### src/jfss_pkg.sv
// ----------------------------------------------------------------------------
// jfss_pkg
// types and constants shared by the jpeg frame size scanner modules
// ----------------------------------------------------------------------------
`default_nettype none

package jfss_pkg;

    // parser phases
    localparam logic [3:0] PH_SEARCH = 4'd0;
    localparam logic [3:0] PH_MARKER = 4'd1;
    localparam logic [3:0] PH_LEN_HI = 4'd2;
    localparam logic [3:0] PH_LEN_LO = 4'd3;
    localparam logic [3:0] PH_SKIP   = 4'd4;
    localparam logic [3:0] PH_PREC   = 4'd5;
    localparam logic [3:0] PH_H_HI   = 4'd6;
    localparam logic [3:0] PH_H_LO   = 4'd7;
    localparam logic [3:0] PH_W_HI   = 4'd8;
    localparam logic [3:0] PH_W_LO   = 4'd9;

    // result status codes
    localparam logic [1:0] ST_FOUND     = 2'd0;
    localparam logic [1:0] ST_ZERO_DIM  = 2'd1;
    localparam logic [1:0] ST_EOI       = 2'd2;
    localparam logic [1:0] ST_EXHAUSTED = 2'd3;

    // marker bytes
    localparam logic [7:0] MK_PREFIX = 8'hFF;
    localparam logic [7:0] MK_SOI    = 8'hD8;
    localparam logic [7:0] MK_EOI    = 8'hD9;
    localparam logic [7:0] MK_SOF0   = 8'hC0;
    localparam logic [7:0] MK_SOF1   = 8'hC1;
    localparam logic [7:0] MK_SOF2   = 8'hC2;

    localparam logic [15:0] SOF_MIN_LEN = 16'd9;

    // status + width + height = 34 bits, padded to 5 bytes
    localparam int OUT_TDATA_W = 40;

    typedef struct packed {
        logic       last_byte;
        logic [7:0] data_byte;
    } t_in_item;

    typedef struct packed {
        logic [15:0] height;
        logic [15:0] width;
        logic [1:0]  status;
    } t_result;

endpackage

`default_nettype wire

### src/jfss_in_reg.sv
// ----------------------------------------------------------------------------
// jfss_in_reg
// input register stage holding one byte request for the parser
// ----------------------------------------------------------------------------
`default_nettype none

module jfss_in_reg (
    input  wire               i_clk,
    input  wire               i_rst_n,
    input  wire               i_valid,
    output logic              o_ready,
    input  jfss_pkg::t_in_item i_item,
    output logic              o_valid,
    output jfss_pkg::t_in_item o_item,
    input  wire               i_take
);
    import jfss_pkg::*;

    logic     r_valid;
    t_in_item r_item;

    assign o_ready = !r_valid || i_take;
    assign o_valid = r_valid;
    assign o_item  = r_item;

    always_ff @(posedge i_clk) begin
        if (!i_rst_n) begin
            r_valid <= 1'b0;
        end else if (o_ready) begin
            r_valid <= i_valid;
        end
    end

    always_ff @(posedge i_clk) begin
        if (o_ready && i_valid) begin
            r_item <= i_item;
        end
    end

endmodule

`default_nettype wire

### src/jfss_parser.sv
// ----------------------------------------------------------------------------
// jfss_parser
// byte-wide marker/segment state machine, one byte per take
// ----------------------------------------------------------------------------
`default_nettype none

module jfss_parser (
    input  wire                i_clk,
    input  wire                i_rst_n,
    input  wire                i_take,
    input  jfss_pkg::t_in_item i_item,
    output logic               o_res_valid,
    output jfss_pkg::t_result  o_res
);
    import jfss_pkg::*;

    logic [3:0]  r_phase,    n_phase;
    logic [7:0]  r_marker,   n_marker;
    logic [15:0] r_seg_len,  n_seg_len;
    logic [15:0] r_skip,     n_skip;
    logic [15:0] r_height,   n_height;
    logic [15:0] r_width,    n_width;
    logic        r_given,    n_given;

    logic [7:0]  b;
    logic [15:0] seg_full;
    logic        is_sof;
    logic        hit;

    assign b        = i_item.data_byte;
    assign seg_full = {r_seg_len[15:8], b};
    assign is_sof   = (r_marker == MK_SOF0) || (r_marker == MK_SOF1) ||
                      (r_marker == MK_SOF2);

    always_comb begin
        n_phase   = r_phase;
        n_marker  = r_marker;
        n_seg_len = r_seg_len;
        n_skip    = r_skip;
        n_height  = r_height;
        n_width   = r_width;
        n_given   = r_given;
        hit       = 1'b0;
        o_res     = '{height: 16'd0, width: 16'd0, status: ST_FOUND};

        if (!r_given) begin
            unique case (r_phase)
                PH_MARKER: begin
                    if (b == MK_SOI) begin
                        n_phase = PH_SEARCH;
                    end else if (b == MK_EOI) begin
                        hit          = 1'b1;
                        o_res.status = ST_EOI;
                    end else begin
                        n_marker = b;
                        n_phase  = PH_LEN_HI;
                    end
                end
                PH_LEN_HI: begin
                    n_seg_len = {b, 8'd0};
                    n_phase   = PH_LEN_LO;
                end
                PH_LEN_LO: begin
                    n_seg_len = seg_full;
                    if (seg_full[15:1] == 15'd0) begin
                        // length cannot even cover itself
                        hit          = 1'b1;
                        o_res.status = ST_EXHAUSTED;
                    end else if (is_sof && seg_full >= SOF_MIN_LEN) begin
                        n_phase = PH_PREC;
                    end else begin
                        n_skip  = seg_full - 16'd2;
                        n_phase = (n_skip != 16'd0) ? PH_SKIP : PH_SEARCH;
                    end
                end
                PH_SKIP: begin
                    n_skip = r_skip - 16'd1;
                    if (n_skip == 16'd0) begin
                        n_phase = PH_SEARCH;
                    end
                end
                PH_PREC: begin
                    n_phase = PH_H_HI;
                end
                PH_H_HI: begin
                    n_height = {b, 8'd0};
                    n_phase  = PH_H_LO;
                end
                PH_H_LO: begin
                    n_height = {r_height[15:8], b};
                    n_phase  = PH_W_HI;
                end
                PH_W_HI: begin
                    n_width = {b, 8'd0};
                    n_phase = PH_W_LO;
                end
                PH_W_LO: begin
                    n_width      = {r_width[15:8], b};
                    hit          = 1'b1;
                    o_res.width  = n_width;
                    o_res.height = r_height;
                    o_res.status = (n_width != 16'd0 && r_height != 16'd0) ?
                                   ST_FOUND : ST_ZERO_DIM;
                end
                default: begin
                    n_phase = (b == MK_PREFIX) ? PH_MARKER : PH_SEARCH;
                end
            endcase
            if (hit) begin
                n_given = 1'b1;
            end
        end

        o_res_valid = hit;
        if (i_item.last_byte && !n_given) begin
            // file ended without an answer
            o_res_valid = 1'b1;
            o_res       = '{height: 16'd0, width: 16'd0, status: ST_EXHAUSTED};
        end

        if (i_item.last_byte) begin
            n_phase   = PH_SEARCH;
            n_marker  = 8'd0;
            n_seg_len = 16'd0;
            n_skip    = 16'd0;
            n_height  = 16'd0;
            n_width   = 16'd0;
            n_given   = 1'b0;
        end
    end

    always_ff @(posedge i_clk) begin
        if (!i_rst_n) begin
            r_phase   <= PH_SEARCH;
            r_marker  <= 8'd0;
            r_seg_len <= 16'd0;
            r_skip    <= 16'd0;
            r_height  <= 16'd0;
            r_width   <= 16'd0;
            r_given   <= 1'b0;
        end else if (i_take) begin
            r_phase   <= n_phase;
            r_marker  <= n_marker;
            r_seg_len <= n_seg_len;
            r_skip    <= n_skip;
            r_height  <= n_height;
            r_width   <= n_width;
            r_given   <= n_given;
        end
    end

endmodule

`default_nettype wire

### src/jfss_out_reg.sv
// ----------------------------------------------------------------------------
// jfss_out_reg
// result register driving the master-side stream
// ----------------------------------------------------------------------------
`default_nettype none

module jfss_out_reg (
    input  wire               i_clk,
    input  wire               i_rst_n,
    input  wire               i_load,
    input  jfss_pkg::t_result i_res,
    output logic              o_free,
    output logic              o_valid,
    input  wire               i_ready,
    output logic [jfss_pkg::OUT_TDATA_W-1:0] o_tdata
);
    import jfss_pkg::*;

    logic    r_valid;
    t_result r_res;

    assign o_free  = !r_valid || i_ready;
    assign o_valid = r_valid;
    assign o_tdata = {{(OUT_TDATA_W - $bits(t_result)){1'b0}}, r_res};

    always_ff @(posedge i_clk) begin
        if (!i_rst_n) begin
            r_valid <= 1'b0;
        end else if (i_load) begin
            r_valid <= 1'b1;
        end else if (i_ready) begin
            r_valid <= 1'b0;
        end
    end

    always_ff @(posedge i_clk) begin
        if (i_load) begin
            r_res <= i_res;
        end
    end

endmodule

`default_nettype wire

### src/jpeg_frame_size_scanner.sv
// ----------------------------------------------------------------------------
// jpeg_frame_size_scanner
// finds height/width in the first baseline/extended/progressive frame header
// ----------------------------------------------------------------------------
// usage:
//   slave side takes a jpeg file one byte per request, tlast on its final byte
//   master side gives exactly one result request per file:
//     status found, zero dimension, end-of-image before frame header,
//     or data exhausted, together with width and height
//   the byte that decides a result passes the input register, then the parser
//     into the result register
//   throughput: one byte per cycle unless a waiting result blocks it; the parser
//     advances its state in the same cycle it moves the registered byte on
//   the input register refills while a result waits, so a stalled receiver
//     only blocks intake once a second byte would need the parser
//   bytes after a result are swallowed up to tlast; tlast resets the parser
//     so the next byte begins a new file
//   reset (i_rst_n low, synchronous) empties both registers and returns the
//     parser to searching for the 0xff prefix
// ----------------------------------------------------------------------------
`default_nettype none

module jpeg_frame_size_scanner (
    input  wire         i_clk,
    input  wire         i_rst_n,
    // slave side
    input  wire         i_s_axis_tvalid,
    output logic        o_s_axis_tready,
    input  wire  [7:0]  i_s_axis_tdata,   // [7:0] data_byte
    input  wire         i_s_axis_tlast,   // last_byte
    // master side
    output logic        o_m_axis_tvalid,
    input  wire         i_m_axis_tready,
    output logic [jfss_pkg::OUT_TDATA_W-1:0] o_m_axis_tdata
    // [1:0] status, [17:2] width, [33:18] height, [39:34] zero
);
    import jfss_pkg::*;

    t_in_item in_item;
    t_in_item reg_item;
    logic     reg_valid;
    logic     take;
    logic     out_free;
    logic     res_valid;
    t_result  res;

    assign in_item = '{last_byte: i_s_axis_tlast, data_byte: i_s_axis_tdata};

    // parser only steps when the result register can absorb a possible result
    assign take = reg_valid && out_free;

    jfss_in_reg u_in_reg (
        .i_clk   (i_clk),
        .i_rst_n (i_rst_n),
        .i_valid (i_s_axis_tvalid),
        .o_ready (o_s_axis_tready),
        .i_item  (in_item),
        .o_valid (reg_valid),
        .o_item  (reg_item),
        .i_take  (take)
    );

    jfss_parser u_parser (
        .i_clk       (i_clk),
        .i_rst_n     (i_rst_n),
        .i_take      (take),
        .i_item      (reg_item),
        .o_res_valid (res_valid),
        .o_res       (res)
    );

    jfss_out_reg u_out_reg (
        .i_clk   (i_clk),
        .i_rst_n (i_rst_n),
        .i_load  (take && res_valid),
        .i_res   (res),
        .o_free  (out_free),
        .o_valid (o_m_axis_tvalid),
        .i_ready (i_m_axis_tready),
        .o_tdata (o_m_axis_tdata)
    );

endmodule

`default_nettype wire

### config.mk
export PLATFORM = sky130hd
export DESIGN_NAME = jpeg_frame_size_scanner
export DESIGN_NICKNAME = d
export VERILOG_FILES = /design/src/jfss_pkg.sv /design/src/jfss_in_reg.sv /design/src/jfss_parser.sv /design/src/jfss_out_reg.sv /design/src/jpeg_frame_size_scanner.sv
export SDC_FILE = /design/constraint.sdc
export NUM_CORES = 1
export LEC_CHECK = 0
export CORE_ASPECT_RATIO = 1.1
export CORE_MARGIN = 5
export CORE_UTILIZATION = 55
export CTS_BUF_LIST = sky130_fd_sc_hd__clkbuf_2 sky130_fd_sc_hd__clkbuf_4 sky130_fd_sc_hd__clkbuf_8
export CTS_CLUSTER_SIZE = 12
export DETAILED_ROUTE_END_ITERATION = 16
export DONT_BUFFER_PORTS = 1
export PLACE_DENSITY = 0.71
export SETUP_SLACK_MARGIN = 0.4
export SYNTH_ARGS = -nofsm -noshare
export SYNTH_HDL_FRONTEND = slang
export SYNTH_SLANG_ARGS = --single-unit
### constraint.sdc
create_clock -name i_clk -period 4.3 [get_ports i_clk]
set_clock_uncertainty 0.05 [all_clocks]
set_input_delay 0.215 -clock i_clk [delete_from_list [all_inputs] [get_ports i_clk]]
set_output_delay 0.215 -clock i_clk [all_outputs]
set_load 0.02 [all_outputs]
==> metrics.txt, run 1 <==
synth unique cells 60; total negative slack for setup checks 0 ns; worst supply voltage drop on vdd 209 µV; data required time of the worst path 4.29 ns; leakage power of the design 1.94 nW; die area 11800 µm²; buffer count from post-CTS setup fixing 0; row cnt 37; hold-fix buffers at CTS 11; area growth from synthesis to layout 6.05%; overall die width 104 µm; post-place instance area 5340 µm²; Routed Wire Length 13300 µm; maximum number of pins on one net before global-route repair 41; final-report setup violation count 0; Initial DRT Pass Iterations 5; initial antenna violation count 0; fraction of final layout cells sized beyond drive strength 1 6.43%; fraction of the mapped netlist area in compound gates 15.4%; antenna-violating nets left 0; met2 track utilization from global routing 38.8%; clock-pin slew on the worst setup and hold paths 0.11 ns; Synth Area in XOR/XNOR 3.78%; mean routed wirelength per cell 18.7 µm; count of max-cap constraint violations 0; outcome finished clean; Critical Path Source Type flip-flop; iteration-0 DRC count of the detailed router 287; post-synthesis simple-gate area fraction 26.9%; unrepaired setup endpoints after global routing no; final layout net count 603; fin crit share 69.8%; sink count of the clock tree 106; total global routing track utilization 22.5%; async set or reset register ratio after synthesis 0%; Inserted Clock Buffers 9; relative slew slack 21.1%; critical path class flip-flop to flip-flop; initial core utilization 56.8%; number of synthesis warnings 0; Worst Tran Pin Value 1.18 ns; data arrival time of the critical path 3.00 ns; count of boundary I/O pins 55; final non-filler cell total 708; core region area 9400 µm²; post-synthesis instance area 5330 µm²; dominant cell type by area after synthesis sky130_fd_sc_hd__edfxtp_1; via count of the first global-routing pass 4208; summed area of non-filler cells in the final layout 5660 µm²; drt drc 0; Inserted Diodes 0; Seq cells post-synth 106; root buffer cell sky130_fd_sc_hd__clkbuf_8; met1 usage 27.5%; Mapped Avg Cell Area 8.87 µm²; clock latency reported for the late side of the worst-skew pair 0.39 ns; total power per unit cell area 330 nW/µm²; placer's final routability congestion estimate 1.02; portion of netlist area occupied by mux cells 0.188%; routed via count divided by cell count 6.27; count of flip-flops with a built-in enable after synthesis 43; placed cell count 681; PortBufs 0; adder-cell share of the synthesized area 0.938%; maximum fanout encountered on the critical timing path 34; post-synthesis instance total 601; TritonCTS clock tree yes; maximum operating frequency 333 MHz; total congestion overflow 0; classification of the worst-slack hold path primary input to flip-flop; share of synthesized area occupied by flip-flops and latches 47.9%; endpoint kind of the worst setup timing path flip-flop; biggest area contributors in the synthesized netlist sky130_fd_sc_hd__edfxtp_1 24%, sky130_fd_sc_hd__dfxtp_1 24%, sky130_fd_sc_hd__nor2_1 5.3%; most used routing layer met2; Longest Clk Path Bufs 2; main combinational cell family by area after synthesis simple AND/OR/NAND/NOR gates; final count of hold timing violations 0; global-route wire length before repair 21400 µm; share of the synthesized area in the top cell type 24.2%; global routing usage on met3 3.65%; Main synth FF type sky130_fd_sc_hd__dfxtp_1; final count of pins violating max slew 0; overall via count from detail_route 4440; die height 113 µm; # resized after CTS 0; post-detail-place hpwl 9420 µm; final period demand of the worst path 3.00 ns; H-Tree Depth 3
==> flip-flops by register name, indices dropped and copies added (netlist names) <==
signal              cells
u_parser.r_marker       8
u_parser.r_width        8
u_parser.r_phase        4
u_out_reg.o_tdata      34
u_parser.r_given        1
u_out_reg.o_valid       1
u_parser.r_seg_len      8
u_parser.r_skip        16
u_in_reg.o_item         9
u_parser.r_height      16
u_in_reg.o_valid        1
==> critical path: stages, from the launching register on <==
cell                       delay, ns
sky130_fd_sc_hd__edfxtp_1       0.56
sky130_fd_sc_hd__or4_4          0.62
sky130_fd_sc_hd__nor4_4         0.32
sky130_fd_sc_hd__nand4_1        0.30
sky130_fd_sc_hd__nand2_1        0.20
sky130_fd_sc_hd__o21ai_0        0.12
sky130_fd_sc_hd__inv_1          0.10
sky130_fd_sc_hd__buf_4          0.37
==> worst paths after layout <==
kind / slack [ns] / start / cells past startpoint / endpoint
worst min register to register: 0.43 / u_parser.r_skip[13] / 2 / u_parser.r_skip[13]
worst max-delay path: 1.30 / u_in_reg.o_item[4] / 7 / u_out_reg.o_tdata[5]
worst max register to register: 1.30 / u_in_reg.o_item[4] / 7 / u_out_reg.o_tdata[5]
worst min-delay path: 0.06 / i_m_axis_tready / 2 / u_out_reg.o_valid
==> per-stage QoR <==
step,total power [mW],setup WS (ns),utilization [%],hold WS [ns]
2_1_floorplan,1.23,1.48,-,0.264
3_3_place_gp,1.26,1.40,56.8,0.264
3_5_place_dp,1.26,1.32,56.8,0.264
4_1_cts,1.88,1.29,60.2,0.0589
5_1_grt,1.95,1.09,60.2,0.0486
6_report,1.87,1.30,60.2,0.0649
==> cells in the final DEF, fill, tap and decap left out, drive strengths merged, types with 3 or more instances in the layout <==
cell         Yosys  final
a21oi           50     50
a22oi            8      8
a31oi           15     15
and2            31     31
and3             6      6
buf             13      5
clkbuf          34      9
clkinv           2      7
conb             1      6
dfxtp           63     63
dlygate4sd3      0     11
edfxtp          43     43
ha               4      4
inv             11     13
nand2           49     49
nand2b           3      3
nand3           15     15
nand3b           7      7
nand4           10     10
nor2            76     76
nor3            46     46
nor4            16     16
nor4b            4      4
o2111ai         12     12
o21a             3      3
o21ai           19     19
or3              5      5
or4              5      5
xnor2           14     14
xor2             9      9
==> cell families (layout without fill, tap and decap cells) <==
group                    count (synthesis)  in the layout
AND/OR/NAND/NOR                        279            279
AO/OA/AOI/OAI                          127            127
flip-flops                             106            106
buffers and inverters                   60             45
XOR/XNOR                                23             23
adder cells (fa/ha/maj)                  4              4
other                                    1              6
multiplexers                             1              1
==> synthesized netlist by cell type, drive strengths merged (14+ instances only) <==
cell type  number
dfxtp          63
o21ai          19
and2           31
xnor2          14
nand2          49
edfxtp         43
nor3           46
nand3          15
a31oi          15
a21oi          50
clkbuf         34
nor2           76
nor4           16
==> cell type report <==
type                       count  area, µm²
clock inverter                 7       83.8
clock buffer                   9        124
sequential                   106       2550
fill                         813       3740
tap                          117        146
timing repair buffer          16        148
multi-input combinational    440       2550
inverter                      13       48.8
==> layer usage <==
metal,up-vias,routed length (µm)
li1,2138,-
met1,2084,5430
met2,189,6670
met3,29,765
met4,0,393
met5,-,0
==> power by group <==
part,switching [mW],leakage [nW],internal (mW)
Sequential,0.0366,0.915,1.06
Combinational,0.102,0.921,0.0496
Clock,0.385,0.103,0.231
Total,0.524,1.94,1.34
Power figures use the tool's default switching activity.
==> run 2: changes to the inputs <==
==> constraint.sdc (replaced) <==
create_clock -name i_clk -period 3.1 [get_ports i_clk]
set_clock_uncertainty 0.05 [all_clocks]
set_input_delay 0.155 -clock i_clk [delete_from_list [all_inputs] [get_ports i_clk]]
set_output_delay 0.155 -clock i_clk [all_outputs]
set_load 0.02 [all_outputs]
==> run 2 against run 1 <==
Utilization is 1.8 points higher. First-iteration DRC count rose by 12%. Register-to-register slack got worse by 0.80 ns. Global-route usage rose by 0.25 points. Count of clock-buffer cells in the layout unchanged. Fmax increased by 16%. Die area stayed put. Critical path depth grew 1. Combinational power increased by 59%. Worst hold slack better by 0.056 ns. Sequential power rose by 38%. Highest routed layer unchanged.
==> metrics.txt, run 2 (same netlist as run 1, synthesis figures left out) <==
slack of the critical path 0.503 ns; placer's final routability congestion estimate 0.962; PortBufs 0; maximum number of pins on one net before global-route repair 37; routed via count divided by cell count 6.27; area growth from synthesis to layout 9.29%; Worst Tran Pin Value 1.26 ns; count of boundary I/O pins 55; final-report setup violation count 0; data arrival time of the critical path 2.80 ns; drt drc 0; unrepaired setup endpoints after global routing yes; H-Tree Depth 3; most used cells in the layout excluding fill and tap cells 75 x sky130_fd_sc_hd__nor2_1, 62 x sky130_fd_sc_hd__dfxtp_1, 49 x sky130_fd_sc_hd__a21oi_1, 48 x sky130_fd_sc_hd__nand2_1, 44 x sky130_fd_sc_hd__nor3_1; Pwr Total 2.61 mW; part of the total power dissipated in combinational logic 9.3%; outcome finished clean; maximum operating frequency 385 MHz; Initial DRT Pass Iterations 5; switching power 0.675 mW; initial antenna violation count 0; overall via count from detail_route 4549; worst supply voltage drop on vdd 288 µV; total negative slack for setup checks 0 ns; relative slew slack 15.7%; via count of the first global-routing pass 4181; critical path class flip-flop to flip-flop; classification of the worst-slack hold path primary input to flip-flop; post-detail-place hpwl 9700 µm; final count of pins violating max slew 0; iteration-0 DRC count of the detailed router 321; final period demand of the worst path 2.60 ns; TritonCTS clock tree yes; die height 113 µm; total congestion overflow 0; clock-pin slew on the worst setup and hold paths 0.10 ns; fin crit share 83.8%; leakage power of the design 2.03 nW; max FFs per register 34; overall die width 104 µm; count of max-cap constraint violations 0; row cnt 37; final count of hold timing violations 0; die area 11800 µm²; post-place instance area 5440 µm²; most common cell after layout, fill and taps aside sky130_fd_sc_hd__nor2_1; clock network fraction of total power 32.6%; Inserted Diodes 0; fraction of final layout cells sized beyond drive strength 1 9.54%; initial core utilization 56.8%; mean routed wirelength per cell 19.1 µm; clock latency reported for the late side of the worst-skew pair 0.37 ns; sink count of the clock tree 106; Int Pwr 1.93 mW; Critical Path Source Type flip-flop; Routed Wire Length 13800 µm; endpoint kind of the worst setup timing path flip-flop; Sequential Power Share 58.2%; core region area 9400 µm²; setup slack after placement 0.385 ns; maximum fanout encountered on the critical timing path 8; total global routing track utilization 22.7%; Sw Share 25.9%; global-route wire length before repair 21700 µm; summed area of non-filler cells in the final layout 5830 µm²; Inserted Clock Buffers 9; antenna-violating nets left 0; root buffer cell sky130_fd_sc_hd__clkbuf_8; total power per unit cell area 447 nW/µm²; Longest Clk Path Bufs 2; final layout net count 620; data required time of the worst path 3.30 ns
[run 2: cell types whose count changed in the layout (fill, tap and decap cells not counted), sizes merged]
| cell | before | now |
|---|---|---|
| buf | 5 | 20 |
| bufinv | 0 | 1 |
| clkbuf | 9 | 10 |
| clkinvlp | 0 | 1 |
| dlygate4sd3 | 11 | 12 |
| inv | 13 | 11 |
[run 2: worst paths after layout]
path	slack, ns	endpoint	startpoint	cells past startpoint
hold reg to reg	0.42	u_parser.r_skip[13]	u_parser.r_skip[13]	2
hold / removal	0.12	u_in_reg.o_valid	i_m_axis_tready	2
setup reg to reg	0.50	u_parser.r_phase[1]	u_parser.r_skip[1]	8
setup / recovery	0.50	u_parser.r_phase[1]	u_parser.r_skip[1]	8
[run 2: critical path: stages (launching register included)]
cell	delay, ns
sky130_fd_sc_hd__dfxtp_1	0.37
sky130_fd_sc_hd__inv_1	0.10
sky130_fd_sc_hd__ha_1	0.30
sky130_fd_sc_hd__nor3b_4	0.34
sky130_fd_sc_hd__nand2_1	0.19
sky130_fd_sc_hd__a2111oi_1	0.57
sky130_fd_sc_hd__a2bb2oi_2	0.31
sky130_fd_sc_hd__a31o_2	0.20
sky130_fd_sc_hd__a21oi_1	0.06
[run 2: through the flow]
stage	instances	util, %	hold WS [ns]
after floorplan	606	-	0.204
after global placement	692	57.9	0.204
after detailed placement	692	57.9	0.204
after CTS	721	61.3	0.116
after global routing	725	62.0	0.128
final	725	62.0	0.121
[run 2: per-layer routing]
metal	track usage, %	part of all wire, %	vias up
li1	-	-	2170
met1	28.0	41	2176
met2	38.9	50	165
met3	4.28	5.8	38
met4	10.0	3.4	0
met5	0	0	-
[run 2: area by class of cell]
class | instances | area [µm²]
fill | 825 | 3570
multi-input combinational | 440 | 2580
sequential | 106 | 2550
timing repair buffer | 33 | 308
tap | 117 | 146
clock buffer | 9 | 124
clock inverter | 7 | 68.8
inverter | 13 | 52.6
[run 2: power by group through the flow]
stage	Combinational [mW]	Clock (mW)	Sequential, mW
final	0.241	0.849	1.52
after global routing	0.262	0.917	1.52
after CTS	0.232	0.861	1.52
after detailed placement	0.218	0	1.55
after global placement	0.216	0	1.55
after floorplan	0.169	0	1.54
[run 2: what timing repair did]
action / CTS / global route
hold buffers: 12 / 0
resized for setup: 0 / 6
buffers inserted: 1 / 3
setup endpoints to repair: 34 / 39
hold endpoints to repair: 14 / 0
pin swaps: 1 / 3
cloned: 0 / 1
